--- config.mk ---
export PLATFORM = sky130hd
export DESIGN_NAME = netpbm_stream_decoder_core
export DESIGN_NICKNAME = d
export VERILOG_FILES = /design/src/rtl/core/nsd_pkg.sv /design/src/rtl/core/nsd_div.sv /design/src/rtl/core/netpbm_stream_decoder_core.sv
export SDC_FILE = /design/constraint.sdc
export NUM_CORES = 1
export LEC_CHECK = 0
export BUFFER_PORTS_ARGS = -buffer_cell sky130_fd_sc_hd__buf_2
export CAP_MARGIN = 40
export CORE_MARGIN = 4
export CORE_UTILIZATION = 60
export DETAILED_ROUTE_END_ITERATION = 8
export PLACE_DENSITY_LB_ADDON = 0.25
export SYNTH_ARGS = -nofsm -noshare
export SYNTH_HDL_FRONTEND = slang
export SYNTH_HIERARCHICAL = 1
export SYNTH_SLANG_ARGS = --single-unit
--- constraint.sdc ---
create_clock -name i_clk -period 10.33 [get_ports i_clk]
set_input_delay 1.5495 -clock i_clk [delete_from_list [all_inputs] [get_ports i_clk]]
set_output_delay 1.5495 -clock i_clk [all_outputs]
set_load 0.03 [all_outputs]
--- src/rtl/core/nsd_pkg.sv ---
// shared types, character codes and helpers for the netpbm stream decoder
package nsd_pkg;

    typedef enum logic [6:0] {
        PH_MAGIC_P = 7'b0000001,
        PH_MAGIC_D = 7'b0000010,
        PH_WIDTH   = 7'b0000100,
        PH_HEIGHT  = 7'b0001000,
        PH_MAXVAL  = 7'b0010000,
        PH_PIXELS  = 7'b0100000,
        PH_DONE    = 7'b1000000
    } t_phase;

    typedef enum logic [3:0] {
        ST_IDLE = 4'b0001,
        ST_DIV  = 4'b0010,
        ST_EMIT = 4'b0100,
        ST_BITS = 4'b1000
    } t_state;

    localparam logic [2:0] FMT_P1 = 3'd1;
    localparam logic [2:0] FMT_P2 = 3'd2;
    localparam logic [2:0] FMT_P3 = 3'd3;
    localparam logic [2:0] FMT_P4 = 3'd4;
    localparam logic [2:0] FMT_P5 = 3'd5;
    localparam logic [2:0] FMT_P6 = 3'd6;

    localparam logic [1:0] ERR_NONE   = 2'd0;
    localparam logic [1:0] ERR_MAGIC  = 2'd1;
    localparam logic [1:0] ERR_HEADER = 2'd2;

    localparam logic [1:0] DEPTH_BW   = 2'd0;
    localparam logic [1:0] DEPTH_GREY = 2'd1;
    localparam logic [1:0] DEPTH_RGB  = 2'd2;

    localparam logic [7:0] CH_P    = 8'h50;
    localparam logic [7:0] CH_0    = 8'h30;
    localparam logic [7:0] CH_1    = 8'h31;
    localparam logic [7:0] CH_6    = 8'h36;
    localparam logic [7:0] CH_9    = 8'h39;
    localparam logic [7:0] CH_HASH = 8'h23;
    localparam logic [7:0] CH_LF   = 8'h0a;
    localparam logic [7:0] CH_CR   = 8'h0d;

    localparam logic [7:0] GREY_MID = 8'd128;
    localparam logic [7:0] FULL     = 8'd255;

    localparam int unsigned TDATA_W = 56;

    function automatic logic [1:0] depth_of(input logic [2:0] fmt);
        logic [1:0] d;
        d = DEPTH_RGB;
        if (fmt == FMT_P1 || fmt == FMT_P4) d = DEPTH_BW;
        else if (fmt == FMT_P2 || fmt == FMT_P5) d = DEPTH_GREY;
        return d;
    endfunction

    function automatic logic is_space(input logic [7:0] c);
        return (c == 8'h20) || (c >= 8'h09 && c <= 8'h0d);
    endfunction

endpackage

--- src/rtl/core/nsd_div.sv ---
// iterative restoring divider, one quotient bit per cycle, quotient below 256
module nsd_div import nsd_pkg::*; (
    input  logic        i_clk,
    input  logic        i_rst_n,
    input  logic        i_start,
    input  logic [15:0] i_dividend,
    input  logic [7:0]  i_divisor,
    output logic        o_done,
    output logic [7:0]  o_quotient
);
    logic       r_busy, n_busy;
    logic       r_done, n_done;
    logic [2:0] r_cnt, n_cnt;
    logic [7:0] r_rem, n_rem;
    logic [7:0] r_low, n_low;
    logic [7:0] r_dvs, n_dvs;
    logic [7:0] r_quo, n_quo;
    logic [8:0] trial;
    logic       qbit;

    always_comb begin
        n_busy = r_busy;
        n_done = 1'b0;
        n_cnt  = r_cnt;
        n_rem  = r_rem;
        n_low  = r_low;
        n_dvs  = r_dvs;
        n_quo  = r_quo;
        trial  = {r_rem, r_low[7]};
        qbit   = trial >= {1'b0, r_dvs};
        if (i_start) begin
            // upper byte is already below the divisor
            n_busy = 1'b1;
            n_cnt  = 3'd0;
            n_rem  = i_dividend[15:8];
            n_low  = i_dividend[7:0];
            n_dvs  = i_divisor;
        end else if (r_busy) begin
            n_rem = qbit ? 8'(trial - {1'b0, r_dvs}) : trial[7:0];
            n_low = {r_low[6:0], 1'b0};
            n_quo = {r_quo[6:0], qbit};
            n_cnt = 3'(r_cnt + 3'd1);
            if (r_cnt == 3'd7) begin
                n_busy = 1'b0;
                n_done = 1'b1;
            end
        end
    end

    always_ff @(posedge i_clk) begin
        if (!i_rst_n) begin
            r_busy <= 1'b0;
            r_done <= 1'b0;
        end else begin
            r_busy <= n_busy;
            r_done <= n_done;
        end
        r_cnt <= n_cnt;
        r_rem <= n_rem;
        r_low <= n_low;
        r_dvs <= n_dvs;
        r_quo <= n_quo;
    end

    assign o_done     = r_done;
    assign o_quotient = r_quo;
endmodule

--- src/rtl/core/netpbm_stream_decoder_core.sv ---
// top level of the netpbm (p1..p6) stream decoder
// one input word is one file byte (tuser low) or an end-of-stream marker (tuser high).
// the header parse, p1/p5/p6 samples and error words go from the accept through
// the emit state into the output register; ascii p2/p3 samples are scaled by
// value*255/maxval through a shared bit-serial divider; a p4 byte gives up to eight
// pixels, one per cycle while the sink does not stall. input ready is held low while
// a word is in flight and whenever the output register is stalled by the sink.
// after an error word or the last pixel every input word is taken and dropped
// until reset. rows count bottom-up: the first file line is row height-1.
module netpbm_stream_decoder_core import nsd_pkg::*; #(
    parameter int unsigned MAX_DIM = 4096
) (
    input  logic               i_clk,
    input  logic               i_rst_n,
    input  logic               i_s_tvalid,
    output logic               o_s_tready,
    input  logic [7:0]         i_s_tdata,   // data_byte
    input  logic               i_s_tuser,   // cmd
    output logic               o_m_tvalid,
    input  logic               i_m_tready,
    output logic [TDATA_W-1:0] o_m_tdata,   // error_code, depth_kind, red, green, blue,
                                            // column, row, zero pad
    output logic               o_m_tuser,   // kind
    output logic               o_m_tlast    // last
);
    localparam int unsigned ACC_CAP = (MAX_DIM > 255 ? MAX_DIM : 255) + 1;
    localparam int unsigned AW      = $clog2(ACC_CAP + 1);
    localparam int unsigned DW      = $clog2(MAX_DIM + 1);
    localparam int unsigned CW      = DW > 12 ? DW : 12;

    t_state        r_state, n_state;
    t_phase        r_phase, n_phase;
    logic [2:0]    r_fmt, n_fmt;
    logic [DW-1:0] r_width, n_width;
    logic [DW-1:0] r_height, n_height;
    logic [7:0]    r_smax, n_smax;
    logic [AW-1:0] r_acc, n_acc;
    logic          r_in_cmt, n_in_cmt;
    logic          r_in_num, n_in_num;
    logic [1:0]    r_comp, n_comp;
    logic [7:0]    r_pr, n_pr, r_pg, n_pg;
    logic [DW-1:0] r_col, n_col;
    logic [DW-1:0] r_line, n_line;
    // pending result for the output register
    logic [7:0]    r_qr, n_qr, r_qg, n_qg, r_qb, n_qb;
    logic [1:0]    r_qerr, n_qerr;
    logic [7:0]    r_byte, n_byte;
    logic [2:0]    r_bit, n_bit;
    logic          r_div_fill, n_div_fill;
    // output register
    logic               r_ov, n_ov;
    logic [TDATA_W-1:0] r_od, n_od;
    logic               r_ou, n_ou;
    logic               r_ol, n_ol;

    logic          s_fire, slot_free;
    logic [7:0]    c;
    logic          is_dg, is_sp, is_eol;
    logic [AW+3:0] acc_mul;
    logic [AW-1:0] acc_sat;
    logic          hdr_ok;
    logic          div_start, div_done;
    logic [7:0]    div_q, clamp_v;
    logic [AW-1:0] r_div_src, n_div_src;
    logic [15:0]   div_dvd;
    logic          emit_px, emit_err, fin;
    logic [7:0]    er, eg, eb;
    logic [DW:0]   col_inc, line_inc;
    logic [CW-1:0] row_full;
    logic [7:0]    bitval;

    assign s_fire    = i_s_tvalid && o_s_tready;
    assign slot_free = !r_ov || i_m_tready;
    assign o_s_tready = (r_state == ST_IDLE) && slot_free;

    assign c      = i_s_tdata;
    assign is_dg  = c >= CH_0 && c <= CH_9;
    assign is_sp  = is_space(c);
    assign is_eol = c == CH_LF || c == CH_CR;

    // saturating decimal accumulate
    assign acc_mul = ((AW+4)'(r_acc) << 3) + ((AW+4)'(r_acc) << 1) + (AW+4)'(c - CH_0);
    assign acc_sat = acc_mul > (AW+4)'(ACC_CAP) ? AW'(ACC_CAP) : acc_mul[AW-1:0];

    assign hdr_ok = r_acc != '0 &&
                    (r_phase == PH_MAXVAL ? r_acc <= AW'(255) : r_acc <= AW'(MAX_DIM));

    // clamp to maxval then form value*255 for the divider, taken as the divider starts
    assign clamp_v = n_div_src > AW'(n_smax) ? n_smax : n_div_src[7:0];
    assign div_dvd = {clamp_v, 8'd0} - {8'd0, clamp_v};

    nsd_div u_div (
        .i_clk      (i_clk),
        .i_rst_n    (i_rst_n),
        .i_start    (div_start),
        .i_dividend (div_dvd),
        .i_divisor  (n_smax),
        .o_done     (div_done),
        .o_quotient (div_q)
    );

    assign bitval = r_byte[r_bit] ? 8'd0 : FULL;

    always_comb begin
        n_state = r_state;  n_phase = r_phase;  n_fmt = r_fmt;
        n_width = r_width;  n_height = r_height; n_smax = r_smax;
        n_acc = r_acc;      n_in_cmt = r_in_cmt; n_in_num = r_in_num;
        n_comp = r_comp;    n_pr = r_pr;         n_pg = r_pg;
        n_col = r_col;      n_line = r_line;
        n_qr = r_qr; n_qg = r_qg; n_qb = r_qb; n_qerr = r_qerr;
        n_byte = r_byte; n_bit = r_bit; n_div_fill = r_div_fill;
        n_div_src = r_div_src;
        n_ov = r_ov && !i_m_tready; n_od = r_od; n_ou = r_ou; n_ol = r_ol;
        div_start = 1'b0;
        emit_px = 1'b0; emit_err = 1'b0;
        er = r_qr; eg = r_qg; eb = r_qb;
        fin = 1'b0;
        col_inc = '0; line_inc = '0; row_full = '0;

        unique case (r_state)
            ST_IDLE: begin
                if (s_fire && r_phase != PH_DONE) begin
                    if (r_phase == PH_MAGIC_P || r_phase == PH_MAGIC_D) begin
                        if (i_s_tuser || (r_phase == PH_MAGIC_P && c != CH_P) ||
                            (r_phase == PH_MAGIC_D && (c < CH_1 || c > CH_6))) begin
                            n_qerr = ERR_MAGIC; n_phase = PH_DONE; n_state = ST_EMIT;
                        end else if (r_phase == PH_MAGIC_P) begin
                            n_phase = PH_MAGIC_D;
                        end else begin
                            n_fmt = c[2:0]; n_phase = PH_WIDTH;
                        end
                    end else if (r_phase != PH_PIXELS) begin
                        // header values
                        if (i_s_tuser) begin
                            if (!r_in_num || !hdr_ok || r_phase == PH_WIDTH ||
                                (r_phase == PH_HEIGHT && r_fmt != FMT_P1 &&
                                 r_fmt != FMT_P4)) begin
                                n_qerr = ERR_HEADER; n_phase = PH_DONE; n_state = ST_EMIT;
                            end else begin
                                n_acc = '0; n_in_num = 1'b0;
                                n_phase = PH_PIXELS;
                                n_comp = 2'd0;
                                if (r_phase == PH_HEIGHT) begin
                                    n_height = DW'(r_acc); n_smax = FULL;
                                    n_qr = GREY_MID; n_qg = GREY_MID; n_qb = GREY_MID;
                                    n_qerr = ERR_NONE; n_state = ST_EMIT;
                                end else begin
                                    n_smax = r_acc[7:0];
                                    if (r_fmt == FMT_P2 || r_fmt == FMT_P3) begin
                                        n_div_src = '0; n_div_fill = 1'b1;
                                        n_state = ST_DIV;
                                    end else begin
                                        n_qr = GREY_MID; n_qg = GREY_MID; n_qb = GREY_MID;
                                        n_qerr = ERR_NONE; n_state = ST_EMIT;
                                    end
                                end
                            end
                        end else if (r_in_cmt) begin
                            if (is_eol) n_in_cmt = 1'b0;
                        end else if (is_dg) begin
                            n_acc = acc_sat; n_in_num = 1'b1;
                        end else begin
                            if (c == CH_HASH) n_in_cmt = 1'b1;
                            if (r_in_num) begin
                                n_acc = '0; n_in_num = 1'b0;
                                if (!hdr_ok) begin
                                    n_qerr = ERR_HEADER; n_phase = PH_DONE;
                                    n_state = ST_EMIT;
                                end else if (r_phase == PH_WIDTH) begin
                                    n_width = DW'(r_acc); n_phase = PH_HEIGHT;
                                end else if (r_phase == PH_HEIGHT) begin
                                    n_height = DW'(r_acc);
                                    if (r_fmt == FMT_P1 || r_fmt == FMT_P4) begin
                                        n_smax = FULL; n_phase = PH_PIXELS;
                                    end else begin
                                        n_phase = PH_MAXVAL;
                                    end
                                end else begin
                                    n_smax = r_acc[7:0]; n_phase = PH_PIXELS;
                                end
                            end else if (c != CH_HASH && !is_sp) begin
                                n_qerr = ERR_HEADER; n_phase = PH_DONE; n_state = ST_EMIT;
                            end
                        end
                    end else if (i_s_tuser) begin
                        // end of stream: one fill pixel
                        if (r_fmt == FMT_P2 || r_fmt == FMT_P3) begin
                            n_div_src = r_in_num ? r_acc : '0;
                            n_acc = '0; n_in_num = 1'b0;
                            n_div_fill = 1'b1; n_state = ST_DIV;
                        end else begin
                            n_comp = 2'd0;
                            n_qr = GREY_MID; n_qg = GREY_MID; n_qb = GREY_MID;
                            n_qerr = ERR_NONE; n_state = ST_EMIT;
                        end
                    end else if (r_in_cmt) begin
                        if (is_eol) n_in_cmt = 1'b0;
                    end else begin
                        n_qerr = ERR_NONE;
                        case (r_fmt)
                            FMT_P1: begin
                                if (c == CH_HASH) begin
                                    n_in_cmt = 1'b1;
                                end else if (!is_sp) begin
                                    n_state = ST_EMIT;
                                    n_qr = c == CH_0 ? FULL : (is_dg ? 8'd0 : GREY_MID);
                                    n_qg = n_qr; n_qb = n_qr;
                                end
                            end
                            FMT_P2, FMT_P3: begin
                                if (is_dg) begin
                                    n_acc = acc_sat; n_in_num = 1'b1;
                                end else begin
                                    if (c == CH_HASH) n_in_cmt = 1'b1;
                                    n_div_fill = 1'b0;
                                    if (r_in_num) begin
                                        n_div_src = r_acc; n_acc = '0; n_in_num = 1'b0;
                                        n_state = ST_DIV;
                                    end else if (c != CH_HASH && !is_sp) begin
                                        n_div_src = '0; n_state = ST_DIV;
                                    end
                                end
                            end
                            FMT_P4: begin
                                n_byte = c; n_bit = 3'd7; n_state = ST_BITS;
                            end
                            FMT_P5: begin
                                n_qr = c; n_qg = c; n_qb = c; n_state = ST_EMIT;
                            end
                            default: begin
                                if (r_comp == 2'd0) begin
                                    n_pr = c; n_comp = 2'd1;
                                end else if (r_comp == 2'd1) begin
                                    n_pg = c; n_comp = 2'd2;
                                end else begin
                                    n_comp = 2'd0; n_qr = r_pr; n_qg = r_pg; n_qb = c;
                                    n_state = ST_EMIT;
                                end
                            end
                        endcase
                    end
                    div_start = n_state == ST_DIV;
                end
            end
            ST_DIV: begin
                if (div_done) begin
                    n_qerr = ERR_NONE;
                    if (r_div_fill) begin
                        if (r_fmt == FMT_P2) begin
                            n_qr = div_q; n_qg = div_q; n_qb = div_q;
                        end else begin
                            n_qr = r_comp == 2'd0 ? div_q : r_pr;
                            n_qg = r_comp == 2'd1 ? div_q : (r_comp == 2'd2 ? r_pg : 8'd0);
                            n_qb = r_comp == 2'd2 ? div_q : 8'd0;
                        end
                        n_comp = 2'd0; n_state = ST_EMIT;
                    end else if (r_fmt == FMT_P2) begin
                        n_qr = div_q; n_qg = div_q; n_qb = div_q; n_state = ST_EMIT;
                    end else if (r_comp == 2'd0) begin
                        n_pr = div_q; n_comp = 2'd1; n_state = ST_IDLE;
                    end else if (r_comp == 2'd1) begin
                        n_pg = div_q; n_comp = 2'd2; n_state = ST_IDLE;
                    end else begin
                        n_comp = 2'd0; n_qr = r_pr; n_qg = r_pg; n_qb = div_q;
                        n_state = ST_EMIT;
                    end
                end
            end
            ST_EMIT: begin
                if (slot_free) begin
                    if (r_qerr != ERR_NONE) emit_err = 1'b1;
                    else emit_px = 1'b1;
                    n_state = ST_IDLE;
                end
            end
            ST_BITS: begin
                if (slot_free) begin
                    emit_px = 1'b1;
                    er = bitval; eg = bitval; eb = bitval;
                end
            end
            default: n_state = ST_IDLE;
        endcase

        if (emit_err) begin
            n_ov = 1'b1; n_ou = 1'b1; n_ol = 1'b1;
            n_od = TDATA_W'(r_qerr);
        end
        if (emit_px) begin
            // advance column and line, flag the final pixel
            col_inc  = {1'b0, r_col} + 1'b1;
            line_inc = {1'b0, r_line} + 1'b1;
            row_full = CW'(r_height) - CW'(1) - CW'(r_line);
            n_col = col_inc[DW-1:0];
            if (col_inc >= {1'b0, r_width}) begin
                n_col  = '0;
                n_line = line_inc[DW-1:0];
                fin    = line_inc >= {1'b0, r_height};
            end
            if (fin) n_phase = PH_DONE;
            n_ov = 1'b1; n_ou = 1'b0; n_ol = fin;
            n_od = {4'd0, row_full[11:0], CW'(r_col) >> 0 == '0 ? 12'd0 : 12'(CW'(r_col)),
                    eb, eg, er, depth_of(r_fmt), ERR_NONE};
            if (r_state == ST_BITS) begin
                if (fin || n_col == '0 || r_bit == 3'd0) n_state = ST_IDLE;
                n_bit = 3'(r_bit - 3'd1);
            end
        end
    end

    always_ff @(posedge i_clk) begin
        if (!i_rst_n) begin
            r_state  <= ST_IDLE;
            r_phase  <= PH_MAGIC_P;
            r_fmt    <= '0;
            r_width  <= '0;
            r_height <= '0;
            r_smax   <= '0;
            r_acc    <= '0;
            r_in_cmt <= 1'b0;
            r_in_num <= 1'b0;
            r_comp   <= '0;
            r_pr     <= '0;
            r_pg     <= '0;
            r_col    <= '0;
            r_line   <= '0;
            r_ov     <= 1'b0;
        end else begin
            r_state  <= n_state;
            r_phase  <= n_phase;
            r_fmt    <= n_fmt;
            r_width  <= n_width;
            r_height <= n_height;
            r_smax   <= n_smax;
            r_acc    <= n_acc;
            r_in_cmt <= n_in_cmt;
            r_in_num <= n_in_num;
            r_comp   <= n_comp;
            r_pr     <= n_pr;
            r_pg     <= n_pg;
            r_col    <= n_col;
            r_line   <= n_line;
            r_ov     <= n_ov;
        end
        r_qr       <= n_qr;
        r_qg       <= n_qg;
        r_qb       <= n_qb;
        r_qerr     <= n_qerr;
        r_byte     <= n_byte;
        r_bit      <= n_bit;
        r_div_fill <= n_div_fill;
        r_div_src  <= n_div_src;
        r_od       <= n_od;
        r_ou       <= n_ou;
        r_ol       <= n_ol;
    end

    assign o_m_tvalid = r_ov;
    assign o_m_tdata  = r_od;
    assign o_m_tuser  = r_ou;
    assign o_m_tlast  = r_ol;
endmodule

* Word level (Yosys, flattened, before mapping) *
Cells that the tools add are included.

word-level totals
  bits in registers = 250
  bits of input ports = 13
  output and inout bits = 60
  word-level logic and storage cells = 501

operators by class
  add/sub/neg operators = 11
  $lt $le $gt $ge = 14
  eq/ne operators = 70
  multiplexer cells = 298
  bitwise logic cells = 10
  reductions and logical operators = 64

operators with widths
  cell                                                                                number
  8-bit 2-to-1 mux                                                                    105
  13-bit 2-to-1 mux                                                                   37
  7-bit 2-to-1 mux                                                                    16
  4-bit 2-to-1 mux                                                                    26
  52-bit 2-to-1 mux                                                                   2
  8-bit one-hot mux with 2 select lines                                               5
  8-bit one-hot mux with 3 select lines                                               3
  2-bit 2-to-1 mux                                                                    32
  3-bit 2-to-1 mux                                                                    17
  1-bit 2-to-1 mux                                                                    46
  10-bit AND reduction                                                                4
  2-bit inequality test (second input constant)                                       17
  4-bit one-hot mux with 4 select lines                                               2
  13-bit by 1-bit adder with 14-bit output (second input constant)                    2
  14-bit by 13-bit >= comparator with 1-bit output                                    2
  14-bit AND reduction                                                                2
  13-bit logical NOT                                                                  2
  8-bit by 6-bit == test with 1-bit output (second input constant)                    3
  3-bit inequality test (second input constant)                                       8
  4-bit inequality test (second input constant)                                       5
  16-bit by 14-bit adder with 17-bit output                                           1
  17-bit adder                                                                        1
  17-bit by 13-bit greater-than comparator with 1-bit output (second input constant)  1
  8-bit by 4-bit == test with 1-bit output (second input constant)                    2
  68 further kinds                                                                    126

* Longest topological paths before layout *
  word-level depth = 20
  depth in mapped cells = 30
  depth with buffers taken out = 28

* By module *
The synthesis kept the hierarchy.

by module, submodules not included
  module                      instances  cells an instance  area an instance (um2)  seq. area each (um2)
  netpbm_stream_decoder_core  1          1675               14208.6                 5124.9
  nsd_div                     1          159                1906.8                  1061.0

* Least setup slack after synthesis *
No wires, ideal clock.

  path type = input -> register
  start point = input port i_s_tdata[7]
  end point = register u_div.r_rem[4] (data pin)
  library setup time = 0.271 ns
  arrival time = 6.723 ns
  required time = 10.059 ns
  setup slack = 3.336 ns
  stages = 28
  path buffers = 3
  cell sequence = clkbuf_1 -> and4bb_2 -> a21oi_1 -> o311ai_0 -> a21oi_1 -> nor2_1 -> o32ai_1 -> inv_1 -> ha_1 -> nand2_1 -> nor3_1 -> or3_1 -> a21oi_1 -> nor3_1 -> nand3_1 -> a221o_1 -> or2_1 -> buf_6 -> buf_12 -> mux2i_1 -> ha_1 -> inv_1 -> nor4_1 -> a31oi_1 -> or2_2 -> and3_1 -> nand2_1 -> o211ai_1

between the ends
  elaborated cells between the ends (all ways) = 62
  classes of those cells = add/sub (1); order compare (7); eq/ne (5); mux (39); reduce/logical (10)

RTL lines
  element                                                                                                                      RTL line                           RTL
  start: declaration                                                                                                           netpbm_stream_decoder_core.sv:17   input logic [7:0] i_s_tdata,
  8-bit by 6-bit >= comparator with 1-bit output or 8-bit by 6-bit less-or-equal comparator with 1-bit output (tied branches)  netpbm_stream_decoder_core.sv:77   assign is_dg = c >= CH_0 && c <= CH_9;
  1-bit logical AND (*)                                                                                                        netpbm_stream_decoder_core.sv:77
  8-bit 2-to-1 mux (*)                                                                                                         netpbm_stream_decoder_core.sv:160  end else if (is_dg) begin
  8-bit 2-to-1 mux (*)                                                                                                         netpbm_stream_decoder_core.sv:158  end else if (r_in_cmt) begin
  8-bit 2-to-1 mux (*)                                                                                                         netpbm_stream_decoder_core.sv:134  if (i_s_tuser) begin
  8-bit 2-to-1 mux (*)                                                                                                         netpbm_stream_decoder_core.sv:132  end else if (r_phase != PH_PIXELS) begin
  8-bit 2-to-1 mux (*)                                                                                                         netpbm_stream_decoder_core.sv:123  if (r_phase == PH_MAGIC_P || r_phase == PH_MAGIC_D) begin
  8-bit 2-to-1 mux (*)                                                                                                         netpbm_stream_decoder_core.sv:122  if (s_fire && r_phase != PH_DONE) begin
  8-bit 2-to-1 mux (*)                                                                                                         netpbm_stream_decoder_core.sv:120  unique case (r_state)
  net n_smax[5]                                                                                                                netpbm_stream_decoder_core.sv:36   logic [7:0] r_smax, n_smax;
  13-bit by 8-bit greater-than comparator with 1-bit output                                                                    netpbm_stream_decoder_core.sv:89   assign clamp_v = n_div_src > AW'(n_smax) ? n_smax : n_div_src[7:0];
  8-bit 2-to-1 mux (*)                                                                                                         netpbm_stream_decoder_core.sv:89
  16-bit by 8-bit subtractor with 16-bit output (*)                                                                            netpbm_stream_decoder_core.sv:90   assign div_dvd = {clamp_v, 8'd0} - {8'd0, clamp_v};
  net div_dvd[12]                                                                                                              netpbm_stream_decoder_core.sv:65   logic [15:0] div_dvd;
  8-bit 2-to-1 mux (*)                                                                                                         nsd_div.sv:31                      if (i_start) begin
  net u_div.n_rem[4]                                                                                                           nsd_div.sv:14                      logic [7:0] r_rem, n_rem;
  end signal: assignment                                                                                                       nsd_div.sv:59                      r_rem <= n_rem;
  end: declaration                                                                                                             nsd_div.sv:14

Mark *: on every way through the listed nets, which the timed path passes. The rest lies on a longest branch. The select of a mux whose other input is x is not followed.
A chain may end at the register's enable or synchronous reset.

* Worst setup path in the final report *
  start point = input port i_s_tdata[5]
  end point = register u_div.r_rem[4] (data pin)

between the ends
  word-level cells in the longest chain between the ends = 19
  elaborated cells between the ends (all ways) = 62
  classes of those cells = add/sub (1); order compare (7); eq/ne (5); mux (39); reduce/logical (10)

ends and longest elaborated chain
  element                                                                                                                      RTL line                           RTL
  8-bit by 4-bit >= comparator with 1-bit output or 8-bit by 4-bit less-or-equal comparator with 1-bit output (tied branches)  nsd_pkg.sv:59                      return (c == 8'h20) || (c >= 8'h09 && c <= 8'h0d);
  1-bit logical AND                                                                                                            nsd_pkg.sv:59
  1-bit logical OR                                                                                                             nsd_pkg.sv:59
  1-bit logical NOT                                                                                                            netpbm_stream_decoder_core.sv:219  end else if (c != CH_HASH && !is_sp) begin
  1-bit logical AND                                                                                                            netpbm_stream_decoder_core.sv:219
  13-bit 2-to-1 mux                                                                                                            netpbm_stream_decoder_core.sv:219
  13-bit 2-to-1 mux                                                                                                            netpbm_stream_decoder_core.sv:216  if (r_in_num) begin
  13-bit 2-to-1 mux (*)                                                                                                        netpbm_stream_decoder_core.sv:211  if (is_dg) begin
  [6 not listed]                                                                                                               --
  13-bit 2-to-1 mux (*)                                                                                                        netpbm_stream_decoder_core.sv:120
  net n_div_src[4]                                                                                                             netpbm_stream_decoder_core.sv:64   logic [AW-1:0] r_div_src, n_div_src;
  13-bit by 8-bit greater-than comparator with 1-bit output                                                                    netpbm_stream_decoder_core.sv:89
  8-bit 2-to-1 mux (*)                                                                                                         netpbm_stream_decoder_core.sv:89
  16-bit by 8-bit subtractor with 16-bit output (*)                                                                            netpbm_stream_decoder_core.sv:90
  net div_dvd[12]                                                                                                              netpbm_stream_decoder_core.sv:65
  8-bit 2-to-1 mux (*)                                                                                                         nsd_div.sv:31
  net u_div.n_rem[4]                                                                                                           nsd_div.sv:14

Marks and branches as above.

==> load_flow_metrics.sql <==
INSERT INTO impl_metrics (metric_group, metric, value, unit) VALUES
('sta', 'finalSetupTns', '0', 'ns'),
('sta', 'timing.final.setup_violations', '0', ''),
('worst_setup_path', 'worst-r2r-cell-count', '25', ''),
('power_and_ir_drop', 'power', '2.40', 'mW'),
('logic_synthesis', 'ys_async_sr_fraction', '0', '%'),
('logic_synthesis', 'synthMostInstantiatedCell', 'nand2_1', ''),
('die', 'design.portCount', '73', ''),
('logic_synthesis', 'synth-main-ff-cell', 'dfxtp_1', ''),
('clocking', 'clockRootBuffer', 'clkbuf_16', ''),
('sta', 'final.min_clock_period', '7.59', 'ns'),
('grt', 'via_count_of_the_first_global_routing_pass', '13300', ''),
('logic_synthesis', 'yosys_register_bits', '250', ''),
('die', 'die-area', '0.0295', 'mm2'),
('worst_setup_path', 'r2r_start', 'r_phase[3]$_SDFF_PN0_', ''),
('worst_setup_path', 'critPathKind', 'input port to flip-flop', ''),
('finish', 'areaGrowthSynthToFinish', '8.64', '%'),
('grt', 'number_of_antenna_violations_at_the_first_check_in_global_routing', '0', ''),
('status', 'status', 'finished, final reports clean', ''),
('placement', 'place_hpwl', '32000', 'um'),
('sta', 'holdWs', '0.483', 'ns'),
('clocking', 'numClockSinks', '250', ''),
('sta', 'min_period_over_period', '73.5', '%'),
('sta', 'final_critical_path_setup_slack', '2.74', 'ns'),
('worst_setup_path', 'cp.arrival', '7.88', 'ns'),
('worst_setup_path', 'setup.worst_path.end_class', 'flip-flop', ''),
('drt', 'totalWireLength', '45000', 'um'),
('die', 'floorplan.die.width', '172', 'um'),
('clocking', 'worst_skew_pair_later_pin_latency', '0.56', 'ns'),
('logic_synthesis', 'syn-instance-count', '1834', ''),
('drt', 'drt_iter0_drc', '1667', ''),
('grt', 'grt_max_degree', '72', ''),
('drt', 'via_count', '14300', ''),
('placement', 'pre_cts_ws', '2.36', 'ns'),
('clocking', 'cts_buffers', '28', ''),
('logic_synthesis', 'synth_area', '0.0161', 'mm2'),
('worst_setup_path', 'critPathRequiredTime', '10.62', 'ns'),
('power_and_ir_drop', 'pwr_density_cell', '137', 'mW/mm2'),
('drt', 'ant_nets', '0', ''),
('worst_setup_path', 'critical_path_peak_fanout', '14', ''),
('sta', 'clock_skew', '0.0206', 'ns'),
('clocking', 'post_cts_hold_buffer_count', '0', ''),
('finish', 'fin_area', '0.0175', 'mm2'),
('drt', 'post_drt_wl_per_cell', '20.4', 'um'),
('grt', 'grt_pass1_wl', '70900', 'um'),
('logic_synthesis', 'synth_top_cell_area_share', '22.0', '%'),
('logic_synthesis', 'synth_edf_count', '118', ''),
('placement', 'buffer_ports.inserted', '68', ''),
('sta', 'max_clock_freq', '132', 'MHz'),
('sta', 'worstMarginPinSlew', '0.972', 'ns'),
('placement', 'dpl_cell_area', '0.0166', 'mm2'),
('sta', 'final_hold_violation_count', '0', ''),
('die', 'num_rows', '59', ''),
('die', 'die_height', '172', 'um'),
('hold_path', 'holdCritPathClass', 'flip-flop to flip-flop', ''),
('hold_path', 'whs_path_depth', '1', ''),
('power_and_ir_drop', 'vdd.ir_drop.worst', '0.000128', 'V'),
('job', 'cap_viol_max_count', '0', ''),
('sta', 'worst_slew_margin_rel', '34.3', '%'),
('finish', 'multiInputGateArea', '0.00908', 'mm2'),
('logic_synthesis', 'synth_top_area_cell', 'edfxtp_1', ''),
('worst_setup_path', 'cp-startpoint', 'i_s_tdata[5]', ''),
('placement', 'placed_cells', '2148', ''),
('finish', 'seq_area', '0.00619', 'mm2'),
('drt', 'drc', '0', ''),
('finish', 'instances_no_fill', '2201', ''),
('clocking', 'postCtsSetupBuffers', '0', ''),
('logic_synthesis', 'yosys_warnings', '6', ''),
('drt', 'detail_route.vias_per_cell', '6.51', ''),
('finish', 'proportion_of_layout_cells_with_a_drive_suffix_above_1', '9.87', '%'),
('die', 'start_util', '61.5', '%'),
('clocking', 'ctsLongestPathBuffers', '3', '');
## flip-flops by register name, summed over array words and instances (netlist names), 13 cells and up
register,count
o_m_tdata,52
r_acc,13
r_col,13
r_div_src,13
r_height,13
r_line,13
r_width,13
## worst max-delay path, cell delays in order
cell and delay, ns:
buf_2 0.19, ha_1 0.27, o211ai_1 0.17, a21oi_1 0.71, nor2_1 0.16, nor3_1 0.56
buf_2 0.28, a22o_1 0.32, ha_1 0.30, nand4_1 0.08, nor3_1 0.06, or3_1 0.34
a21oi_1 0.14, nor3_1 0.08, nand3_1 0.09, a221o_1 0.28, or2_1 0.55, mux2i_1 0.41
ha_1 0.26, inv_1 0.05, nor4_1 0.26, a31oi_1 0.11, or2_2 0.32, and3_1 0.17
nand2_1 0.06, o211ai_1 0.09
## cell families after synthesis
family / count (synthesis) / synth area share (%)
buffers and inverters: 226 / 5.60
DFF: 250 / 38.4
AOI/OAI and AO/OA: 512 / 21.0
xor gates and xnor gates: 66 / 3.59
muxes: 55 / 3.71
other: 1 / 0.0233
adders and majority gates: 99 / 8.34
and+or+nand+nor: 625 / 19.3
## area by class of cell
cell class                 instances  share of cell area, %
sequential                       250                   35.3
multi-input combinational       1361                   51.9
inverter                         112                   2.40
antenna                            1                 0.0143
tap                              335                   2.39
timing repair buffer              90                   3.09
clock buffer                      32                   4.21
clock inverter                    20                  0.707
## worst max-delay path by stage
| stage | endpoint |
|---|---|
| 2_1_floorplan | u_div/r_rem[4]$_DFFE_PP_ |
| 3_3_place_gp | u_div/r_rem[4]$_DFFE_PP_ |
| 3_5_place_dp | u_div/r_rem[4]$_DFFE_PP_ |
| 4_1_cts | u_div/r_rem[4]$_DFFE_PP_ |
| 5_1_grt | u_div/r_rem[4]$_DFFE_PP_ |
| 6_report | u_div/r_rem[4]$_DFFE_PP_ |
## per-layer routing
metal / track usage, % / wire [um] / vias to the layer above
met1: 42.1 / 19000 / 6758
met5: 0 / 0 / -
met4: 10.6 / 1830 / 0
met2: 46.3 / 19500 / 790
li1: - / - / 6643
met3: 4.39 / 4590 / 140
## placed cells by master (no fill, tap or decap), types with 49 or more instances in the layout
cell and n:
o21ai_0 121, dfxtp_1 132, nor2b_1 53, buf_2 69
nand3_1 49, ha_1 85, nand2_1 161, inv_1 108
a21oi_1 145, edfxtp_1 118, nor2_1 148, and2_1 60
## power breakdown
group	internal (mW)	switching (mW)	total [mW]	leakage [nW]
logic	0.110	0.244	0.354	4.44
registers	1.08	0.0327	1.11	2.06
clock network	0.533	0.409	0.942	0.413
total	1.72	0.686	2.40	6.91
Note: power is estimated with default switching activity, not from simulation.
